[src/hdl/tsb_pkg.sv]
`timescale 1ns / 1ps
`default_nettype none

package tsb_pkg;

    // field widths
    localparam int TEX_W  = 32;
    localparam int SLOT_W = 5;
    localparam int SIZE_W = 11;
    localparam int TU_W   = 6;

    // texture unit count after reset
    localparam logic [TU_W-1:0] TU_RESET = 6'd16;

    // result kinds
    localparam logic KIND_ASSIGN = 1'b0;
    localparam logic KIND_BIND   = 1'b1;

    // per-cell control from the sequencer
    typedef struct packed {
        logic capture;   // register the compare result of the incoming word
        logic load;      // write the new texture id into this cell
        logic shift;     // take the id of the right-hand neighbor
    } cell_ctrl_t;

endpackage

`default_nettype wire

[src/hdl/tsb_cell.sv]
`timescale 1ns / 1ps
`default_nettype none

module tsb_cell
    import tsb_pkg::*;
(
    input  wire logic             clk,
    input  wire logic             rst_n,
    input  wire cell_ctrl_t       ctrl,
    input  wire logic             enable,
    input  wire logic [TEX_W-1:0] key,
    input  wire logic [TEX_W-1:0] load_id,
    input  wire logic [TEX_W-1:0] next_id,
    output logic      [TEX_W-1:0] id,
    output logic                  hit
);

    logic [TEX_W-1:0] id_reg;
    logic [TEX_W-1:0] id_next;
    logic             hit_reg;
    logic             hit_next;

    // compare the key against the held id while this cell is in use
    always_comb
    begin
        hit_next = hit_reg;
        if (ctrl.capture)
        begin
            hit_next = enable && (id_reg == key);
        end
    end

    // load a new id or advance the chain toward cell zero
    always_comb
    begin
        id_next = id_reg;
        if (ctrl.load)
        begin
            id_next = load_id;
        end
        else if (ctrl.shift)
        begin
            id_next = next_id;
        end
    end

    always_ff @(posedge clk or negedge rst_n)
    begin
        if (!rst_n)
        begin
            hit_reg <= 1'b0;
        end
        else
        begin
            hit_reg <= hit_next;
        end
    end

    // id storage carries no reset
    always_ff @(posedge clk)
    begin
        id_reg <= id_next;
    end

    assign id  = id_reg;
    assign hit = hit_reg;

endmodule

`default_nettype wire

[src/hdl/texture_slot_batcher.sv]
`timescale 1ns / 1ps
`default_nettype none

// An accepted input word is compared in the cell row; the sequencer then enters ASSIGN,
// which registers the assignment result once the output register is free. The block
// takes no new word until it is back in IDLE; a flush adds one bind word per used slot
// while the ids shift out of cell zero. Output stalls hold ASSIGN and DRAIN.
// Reset clears the counters, the sequencer and the output valid flag and sets
// texture_units to 16; the slot table contents stay undefined until written.
module texture_slot_batcher
    import tsb_pkg::*;
#(
    parameter int MAX_SLOTS = 32,
    parameter int MAX_BATCH = 1024
)
(
    input  wire logic              clk,
    input  wire logic              rst_n,
    // configuration
    input  wire logic              cfg_valid,
    output logic                   cfg_ready,
    input  wire logic [TU_W-1:0]   cfg_data,
    // input channel
    input  wire logic              in_valid,
    output logic                   in_stall,
    input  wire logic [TEX_W-1:0]  texture_id,
    input  wire logic              group_last,
    // output channel
    output logic                   out_valid,
    input  wire logic              out_stall,
    output logic                   result_kind,
    output logic [SLOT_W-1:0]      sampler_slot,
    output logic [TEX_W-1:0]       bound_texture,
    output logic                   flush,
    output logic [SIZE_W-1:0]      batch_size,
    output logic                   last
);

    localparam int SW  = $clog2(MAX_SLOTS + 1);
    localparam int IW  = (MAX_SLOTS > 1) ? $clog2(MAX_SLOTS) : 1;
    localparam int CW  = (SW > TU_W) ? SW : TU_W;
    localparam int BW  = $clog2(MAX_BATCH + 1);
    localparam int BXW = (BW > SIZE_W) ? BW : SIZE_W;

    localparam logic [1:0] ST_IDLE   = 2'd0;
    localparam logic [1:0] ST_ASSIGN = 2'd1;
    localparam logic [1:0] ST_DRAIN  = 2'd2;

    logic [1:0]        state_reg;
    logic [1:0]        state_next;
    logic [TU_W-1:0]   units_reg;
    logic [SW-1:0]     used_reg;
    logic [SW-1:0]     used_next;
    logic [BW-1:0]     inst_reg;
    logic [BW-1:0]     inst_next;
    logic [SW-1:0]     bind_idx_reg;
    logic [SW-1:0]     bind_idx_next;
    logic [TEX_W-1:0]  tex_reg;
    logic              glast_reg;

    logic              out_valid_reg;
    logic              kind_reg;
    logic [SLOT_W-1:0] slot_reg;
    logic [TEX_W-1:0]  bound_reg;
    logic              flush_reg;
    logic [SIZE_W-1:0] size_reg;
    logic              last_reg;

    logic              in_accept;
    logic              out_free;
    logic              assign_go;
    logic              drain_go;
    logic              hit_any;
    logic [IW-1:0]     hit_idx;
    logic [SW-1:0]     used_upd;
    logic [BW-1:0]     inst_upd;
    logic [CW-1:0]     slot_sel;
    logic [CW-1:0]     bind_slot;
    logic [BXW-1:0]    size_wide;
    logic              do_flush;
    logic              drain_end;

    logic [TEX_W-1:0]     cell_id  [MAX_SLOTS];
    logic [MAX_SLOTS-1:0] cell_hit;
    logic [MAX_SLOTS-1:0] cell_en;
    cell_ctrl_t           cell_ctrl [MAX_SLOTS];

    assign cfg_ready = 1'b1;
    assign in_stall  = (state_reg != ST_IDLE);
    assign in_accept = in_valid && !in_stall;
    assign out_free  = !out_valid_reg || !out_stall;
    assign assign_go = (state_reg == ST_ASSIGN) && out_free;
    assign drain_go  = (state_reg == ST_DRAIN) && out_free;

    // row of slot cells
    for (genvar g = 0; g < MAX_SLOTS; g++)
    begin : g_cell
        localparam logic [SW-1:0] IDX = SW'(g);
        logic [TEX_W-1:0] right_id;

        if (g == MAX_SLOTS - 1)
        begin : g_end
            assign right_id = '0;
        end
        else
        begin : g_mid
            assign right_id = cell_id[g + 1];
        end

        assign cell_en[g]           = (IDX < used_reg);
        assign cell_ctrl[g].capture = in_accept;
        assign cell_ctrl[g].load    = assign_go && !hit_any && (used_reg == IDX);
        assign cell_ctrl[g].shift   = drain_go;

        tsb_cell u_cell (
            .clk     (clk),
            .rst_n   (rst_n),
            .ctrl    (cell_ctrl[g]),
            .enable  (cell_en[g]),
            .key     (texture_id),
            .load_id (tex_reg),
            .next_id (right_id),
            .id      (cell_id[g]),
            .hit     (cell_hit[g])
        );
    end

    // encode the matching cell; ids in the row are distinct
    always_comb
    begin
        hit_idx = '0;
        for (int i = 0; i < MAX_SLOTS; i++)
        begin
            if (cell_hit[i])
            begin
                hit_idx = hit_idx | IW'(i);
            end
        end
    end
    assign hit_any = |cell_hit;

    // slot choice, counter update and flush decision
    always_comb
    begin
        slot_sel = hit_any ? CW'(hit_idx) : CW'(used_reg);
        used_upd = used_reg;
        if (!hit_any && (used_reg < SW'(MAX_SLOTS)))
        begin
            used_upd = used_reg + SW'(1);
        end
        inst_upd  = inst_reg + BW'(1);
        size_wide = BXW'(inst_upd);
        do_flush  = (inst_upd >= BW'(MAX_BATCH)) || glast_reg ||
                    (CW'(used_upd) >= CW'(units_reg)) ||
                    (used_upd >= SW'(MAX_SLOTS));
        bind_slot = CW'(bind_idx_reg);
        drain_end = ((bind_idx_reg + SW'(1)) == used_reg);
    end

    // sequencer
    always_comb
    begin
        state_next    = state_reg;
        used_next     = used_reg;
        inst_next     = inst_reg;
        bind_idx_next = bind_idx_reg;
        case (state_reg)
            ST_IDLE:
            begin
                if (in_accept)
                begin
                    state_next = ST_ASSIGN;
                end
            end
            ST_ASSIGN:
            begin
                if (assign_go)
                begin
                    used_next     = used_upd;
                    bind_idx_next = '0;
                    if (do_flush)
                    begin
                        inst_next  = '0;
                        state_next = ST_DRAIN;
                    end
                    else
                    begin
                        inst_next  = inst_upd;
                        state_next = ST_IDLE;
                    end
                end
            end
            ST_DRAIN:
            begin
                if (drain_go)
                begin
                    bind_idx_next = bind_idx_reg + SW'(1);
                    if (drain_end)
                    begin
                        used_next  = '0;
                        state_next = ST_IDLE;
                    end
                end
            end
            default:
            begin
                state_next = ST_IDLE;
            end
        endcase
    end

    always_ff @(posedge clk or negedge rst_n)
    begin
        if (!rst_n)
        begin
            state_reg     <= ST_IDLE;
            used_reg      <= '0;
            inst_reg      <= '0;
            bind_idx_reg  <= '0;
            units_reg     <= TU_RESET;
            out_valid_reg <= 1'b0;
        end
        else
        begin
            state_reg    <= state_next;
            used_reg     <= used_next;
            inst_reg     <= inst_next;
            bind_idx_reg <= bind_idx_next;
            if (cfg_valid && cfg_ready)
            begin
                units_reg <= cfg_data;
            end
            if (assign_go || drain_go)
            begin
                out_valid_reg <= 1'b1;
            end
            else if (!out_stall)
            begin
                out_valid_reg <= 1'b0;
            end
        end
    end

    // hold the accepted word
    always_ff @(posedge clk)
    begin
        if (in_accept)
        begin
            tex_reg   <= texture_id;
            glast_reg <= group_last;
        end
    end

    // load the output word
    always_ff @(posedge clk)
    begin
        if (assign_go)
        begin
            kind_reg  <= KIND_ASSIGN;
            slot_reg  <= slot_sel[SLOT_W-1:0];
            bound_reg <= '0;
            flush_reg <= do_flush;
            size_reg  <= do_flush ? size_wide[SIZE_W-1:0] : '0;
            last_reg  <= !do_flush || (used_upd == '0);
        end
        else if (drain_go)
        begin
            kind_reg  <= KIND_BIND;
            slot_reg  <= bind_slot[SLOT_W-1:0];
            bound_reg <= cell_id[0];
            flush_reg <= 1'b0;
            size_reg  <= '0;
            last_reg  <= drain_end;
        end
    end

    assign out_valid     = out_valid_reg;
    assign result_kind   = kind_reg;
    assign sampler_slot  = slot_reg;
    assign bound_texture = bound_reg;
    assign flush         = flush_reg;
    assign batch_size    = size_reg;
    assign last          = last_reg;

endmodule

`default_nettype wire

[config.mk]
export PLATFORM = sky130hd
export DESIGN_NAME = texture_slot_batcher
export DESIGN_NICKNAME = d
export VERILOG_FILES = /design/src/hdl/tsb_pkg.sv /design/src/hdl/tsb_cell.sv /design/src/hdl/texture_slot_batcher.sv
export SDC_FILE = /design/constraint.sdc
export NUM_CORES = 2
export LEC_CHECK = 0
export BUFFER_PORTS_ARGS = -buffer_cell sky130_fd_sc_hd__buf_2
export CORE_ASPECT_RATIO = 2
export CORE_MARGIN = 4
export CORE_UTILIZATION = 50
export CTS_CLUSTER_SIZE = 12
export DETAILED_ROUTE_END_ITERATION = 6
export MAX_ROUTING_LAYER = met4
export PLACE_DENSITY = 0.76
export RECOVER_POWER = 100
export SLEW_MARGIN = 0
export SYNTH_ARGS = -nofsm -noshare
export SYNTH_HDL_FRONTEND = slang
export SYNTH_SLANG_ARGS = --single-unit
[constraint.sdc]
create_clock -name clk -period 6.4 [get_ports clk]
set_input_delay 1.28 -clock clk [delete_from_list [all_inputs] [get_ports clk]]
set_output_delay 1.28 -clock clk [all_outputs]
set_load 0.02 [all_outputs]
### After elaboration in Yosys (flattened, before gate mapping)

Cells that the tools add are included.

* register bits after elaboration: 1172

* add/subtract/negate cells: 3
* $lt $le $gt $ge: 36
* eq/ne operators: 71
* muxes and demuxes: 180
* reductions and logical operators: 123

Operator list (number)
* 32-bit two-way mux: 98
* 32-bit equality test: 32
* 5-bit two-way mux: 20
* 11-bit two-way mux: 9
* 6-bit by 5-bit equality test with 1-bit output (second input constant): 16
* 5-bit by 6-bit < comparator with 1-bit output (first input constant): 16
* 6-bit two-way mux: 12
* 2-bit nonzero test: 35
* 1-bit logical AND: 69
* 6-bit by 4-bit equality test with 1-bit output (second input constant): 8
* 4-bit by 6-bit < comparator with 1-bit output (first input constant): 8
* 4-bit two-way mux: 8
* 32-bit OR reduction: 1
* 2-bit two-way mux: 14
* 6-bit by 3-bit equality test with 1-bit output (second input constant): 4
* 3-bit by 6-bit < comparator with 1-bit output (first input constant): 4
* 6-bit case mux with 2 select lines: 2
* 6-bit by 1-bit adder with 6-bit output (second input constant): 2
* 6-bit by 2-bit equality test with 1-bit output (second input constant): 2
* 6-bit zero test: 2
* 1-bit by 6-bit < comparator with 1-bit output (first input constant): 2
* 2-bit by 6-bit < comparator with 1-bit output (first input constant): 2
* 1-bit two-way mux: 12
* 3-bit two-way mux: 4
* 18 further kinds: 31

### Logic depth before layout (Yosys ltp)

* depth after elaboration: 33
* depth in mapped cells: 12
* gate-level depth less buffers: 11

### By module

Synthesis repeated with hierarchy kept, for this count alone.

* cells, all modules: 4293
* area, all modules: 61097.3 um^2

By module, submodules not included
* tsb_cell: times used 32, cells each 115, area each 1732.9 um^2, seq. area each 985.9 um^2
* texture_slot_batcher: times used 1, cells each 613, area each 5644.2 um^2, seq. area each 2994.1 um^2

### Worst setup path before layout

Ideal clock, no wire load.

* kind: input port to flip-flop
* start point: input port out_stall
* end point: register g_cell[4].u_cell.id_reg[0] (enable)
* library setup time: 0.466 ns
* arrival: 4.555 ns
* data required time: 5.934 ns
* path slack: 1.379 ns
* stages: 4
* cells stage by stage: a21oi_1 -> nand3_2 -> buf_1 -> o21ai_0

* longest elaborated chain between the ends: 6

Ends and longest elaborated chain
* start, declared: line texture_slot_batcher.sv:30 `input wire logic out_stall,`
* 1-bit zero test (*)
* 1-bit logical OR (*): line texture_slot_batcher.sv:91 `assign out_free = !out_valid_reg || !out_stall;`
* 1-bit logical AND: line texture_slot_batcher.sv:92 `assign assign_go = (state_reg == ST_ASSIGN) && out_free;`
* 1-bit logical AND (2 in series): line texture_slot_batcher.sv:112 `assign cell_ctrl[g].load = assign_go && !hit_any && (used_reg == IDX);`
* 2-bit nonzero test (no line) (*)
* end signal, assigned: line tsb_cell.sv:62 `id_reg <= id_next;`
* end, declared: line tsb_cell.sv:18 `logic [TEX_W-1:0] id_reg;`

Every way passes the cells marked *; elsewhere a longest branch is shown, timed or not.
A chain may end at the register's enable or synchronous reset.

### Worst setup path after layout

* start point: register g_cell[18].u_cell.hit_reg
* end point: register g_cell[25].u_cell.id_reg[30] (enable)

* longest elaborated chain between the ends: 5

Ends and longest elaborated chain
* start, declared: line tsb_cell.sv:20 `logic hit_reg;`
* start signal, assigned: line tsb_cell.sv:55 `hit_reg <= hit_next;`
* 32-bit OR reduction: line texture_slot_batcher.sv:140 `assign hit_any = |cell_hit;`
* 1-bit zero test: line texture_slot_batcher.sv:112
* 1-bit logical AND (2 in series): line texture_slot_batcher.sv:112
* 2-bit nonzero test (no line)
* end signal, assigned: line tsb_cell.sv:62
* end, declared: line tsb_cell.sv:18

Every way passes these cells.

==> impl_metrics.py <==
metrics = {
    "setup_path": {
        "reg2reg_depth": 7,
        "r2r_start": "g_cell[18].u_cell.hit$_DFFE_PN0P_",
        "worstPathRequired_ns": 6.73,
        "start_kind": "flop",
        "critPathKind": "reg -> reg",
        "reg2reg_slack_ns": 0.65,
        "cp.buffers_inverters": 2,
        "crit_path_max_incr_delay_ns": 1.40,
        "critPathTopFamily": "buffers and inverters",
        "worstReg2RegEnd": "g_cell[25].u_cell.id[30]$_DFFE_PP_",
        "arrival_ns": 6.09,
        "worstSetupEndpointType": "flop",
        "cp_slowest_cell": "clkbuf_1",
        "crit_path_cell_trace": "nor4_1 > nand4_1 > nor2_1 > nand4_2 > clkbuf_1 > o21ai_0 > clkbuf_1",
        "critical_path.max_fanout": 32,
        "crit_top_cell": "clkbuf_1",
    },
    "hold_path": {
        "min_path_type": "reg -> reg",
        "whs_endpoint": "bound_texture[3]$_SDFFE_PP0P_",
        "hold_start": "bound_texture[3]$_SDFFE_PP0P_",
        "holdPathStages": 2,
    },
    "synth": {
        "async_reset_ff_share_pct": 5.46,
        "synth-seq-area-share_pct": 56.2,
        "yosysWarningCount": 0,
        "syn_area_um2": 61500,
        "yosysUniqueCellTypes": 56,
        "synthFlopType": "edfxtp_1",
        "synth_edf_count": 1075,
        "mappedNetlistNets": 4504,
        "syn_inst": 4449,
        "avgSynthCellArea_um2": 13.8,
        "ys_ff_latch": 1172,
    },
    "timing": {
        "fin_crit_ns": 5.75,
        "skew_ns": 0.0422,
        "slew_headroom_pct": -157,
        "post-route-period-util_pct": 89.9,
        "timing.fmax_mhz": 174,
        "setup_violations": 0,
        "slew_violations": 1220,
        "finalHoldViolCount": 0,
        "fin_setup_tns_ns": 0,
        "tightest_slew_ns": 3.85,
        "rsz0062_at_grt": "false",
        "setup_slack_ns": 0.647,
    },
    "floorplanning": {
        "dieArea_um2": 129000,
        "core-area_um2": 122000,
        "initial_core_util_pct": 50.4,
        "die_w_um": 256,
        "fp-row-count": 181,
        "die_y_um": 504,
        "ios": 98,
    },
    "detailed_routing": {
        "viasPerCell": 6.80,
        "drtAntennaViolNets": 0,
        "drt_iter0_markers": 5525,
        "wl_per_cell_um": 40.7,
        "drcViolationCount": 3,
        "dr.pass1.iters": 7,
        "finalWirelength_mm": 250,
        "vias": 41662,
    },
    "clocking": {
        "clock_sinks": 1172,
        "cts_buffers": 110,
        "cts-root-buf": "clkbuf_16",
        "cts_tree": "yes",
        "cts_resized": 0,
        "clkLatencyLatePin_ns": 0.76,
        "hold_buffers": 0,
        "clk_pin_slew_ns": 0.07,
        "post_cts_buffers": 0,
        "h-tree-depth": 3,
        "cts.path.max_buffers": 3,
    },
    "outcome": {
        "status": "finished, violations left",
        "violations": "DRC, capacitance limit, slew limit",
    },
    "grt": {
        "antenna_found_initial": 43,
        "grt_util_met3_pct": 10.5,
        "gr-max-usage-layer": "met2",
        "use_met1_pct": 36.8,
        "grt_max_degree": 65,
        "grt_util_met2_pct": 61.8,
        "overflow": 0,
        "grt_pass1_wl_mm": 338,
        "grt_pass1_vias": 41699,
        "grt_util_all_layers_pct": 39.2,
    },
    "flow_run": {
        "max_cap_viol_count": 52,
    },
    "pwr": {
        "ir_drop_mv": 0.237,
        "power_leakage_nw": 21.4,
        "power.density_nw_per_um2": 374,
    },
    "final_layout": {
        "largest_reg_flops": 1024,
        "nets": 4529,
        "drive_above_1_share_pct": 27.5,
        "area_growth_pct": 8.71,
    },
    "placed_design": {
        "numPortBuffers": 96,
        "place_congestion": 1.09,
        "pre_cts_slack_ns": 1.58,
        "dpl.hpwl_mm": 170,
    },
}
-- per-layer routing --
metal  vias to the layer above  part of all wire (%)  routed length, um
met1                     20452                    29              71500
met3                      1554                   9.7              24200
met2                      3294                    47             117000
li1                      16362                     -                  -
met4                         0                    15              36600
met5                         -                     0                  0
-- cells by family after synthesis --
family	Yosys count	share of synthesized area [%]
DFF	1172	56.2
xor gates and xnor gates	1045	14.9
muxes	994	18.2
and+or+nand+nor	665	5.97
buffers and inverters	386	2.68
AOI/OAI and AO/OA	175	1.81
adders and majority gates	11	0.224
other	1	0.00610
-- final cells by class --
type	instances	area, um^2
clock buffers	158	3060
repair buffers	280	1620
inverters	19	71.3
diodes	41	103
fillers	9965	55000
well taps	1555	1950
clock inverters	11	75.1
multi-input cells	2891	25400
flip-flops and latches	1172	34500
-- through the flow --
stage / area, um^2 / utilization [%] / std cells / hold WS (ns) / power (mW)
3_5_place_dp: 63900 / 52.5 / 5915 / 0.443 / 18.7
3_3_place_gp: 63900 / 52.5 / 5915 / 0.441 / 18.6
2_1_floorplan: 61500 / - / 4449 / 0.436 / 15.7
6_report: 66800 / 54.8 / 6127 / 0.452 / 25.0
5_1_grt: 66800 / 54.8 / 6108 / 0.473 / 25.5
4_1_cts: 67100 / 55.1 / 6084 / 0.451 / 24.8
-- power by group --
group	switching (mW)	total, mW	internal, mW	leakage (nW)
combinational	4.10	6.33	2.23	8.80
sequential	1.72	12.5	10.8	11.0
clock	2.90	6.17	3.27	1.52
total	8.72	25.0	16.3	21.4
-- Yosys cell counts (all sizes together), types with 49 or more instances --
cell type	number	share of area (%)
a21oi	49	0.40
buf	180	1.4
clkbuf	187	1.1
dfrtp	63	2.6
edfxtp	1075	53
mux2	994	18
nand2	115	0.70
nand4	180	1.8
nor2	71	0.48
nor4	136	1.4
o21ai	63	0.51
xnor2	652	9.3
xor2	393	5.6
-- worst max path at each step --
stage	from	to	cells after the start
floorplan	out_stall	g_cell[4].u_cell.id[0]$_DFFE_PP_	4
global placement	g_cell[18].u_cell.hit$_DFFE_PN0P_	flush$_SDFFCE_PN0P_	13
detailed placement	g_cell[18].u_cell.hit$_DFFE_PN0P_	batch_size[6]$_SDFFCE_PN0P_	13
CTS	g_cell[18].u_cell.hit$_DFFE_PN0P_	batch_size[6]$_SDFFCE_PN0P_	13
global route	g_cell[18].u_cell.hit$_DFFE_PN0P_	g_cell[27].u_cell.id[21]$_DFFE_PP_	6
finish	g_cell[18].u_cell.hit$_DFFE_PN0P_	g_cell[25].u_cell.id[30]$_DFFE_PP_	7
-- worst reg2reg max path, stage by stage (launching register included) --
cell and delay, ns:
dfrtp_1 0.41, nor4_1 0.71, nand4_1 0.44, nor2_1 0.92, nand4_2 0.17, clkbuf_1 0.83
o21ai_0 0.43, clkbuf_1 1.40
-- layout by cell type, fill, tap and decap left out, types with 63 or more instances in the layout --
master,synthesis,final
edfxtp_1,1075,1075
mux2_2,963,902
xnor2_1,652,652
xor2_1,393,393
nand4_1,179,179
clkbuf_1,187,154
nor4_1,136,132
buf_4,29,118
nand2_1,115,115
clkbuf_16,0,114
mux2_1,31,92
dfrtp_1,63,63
Note: power is estimated with default switching activity, not from simulation.
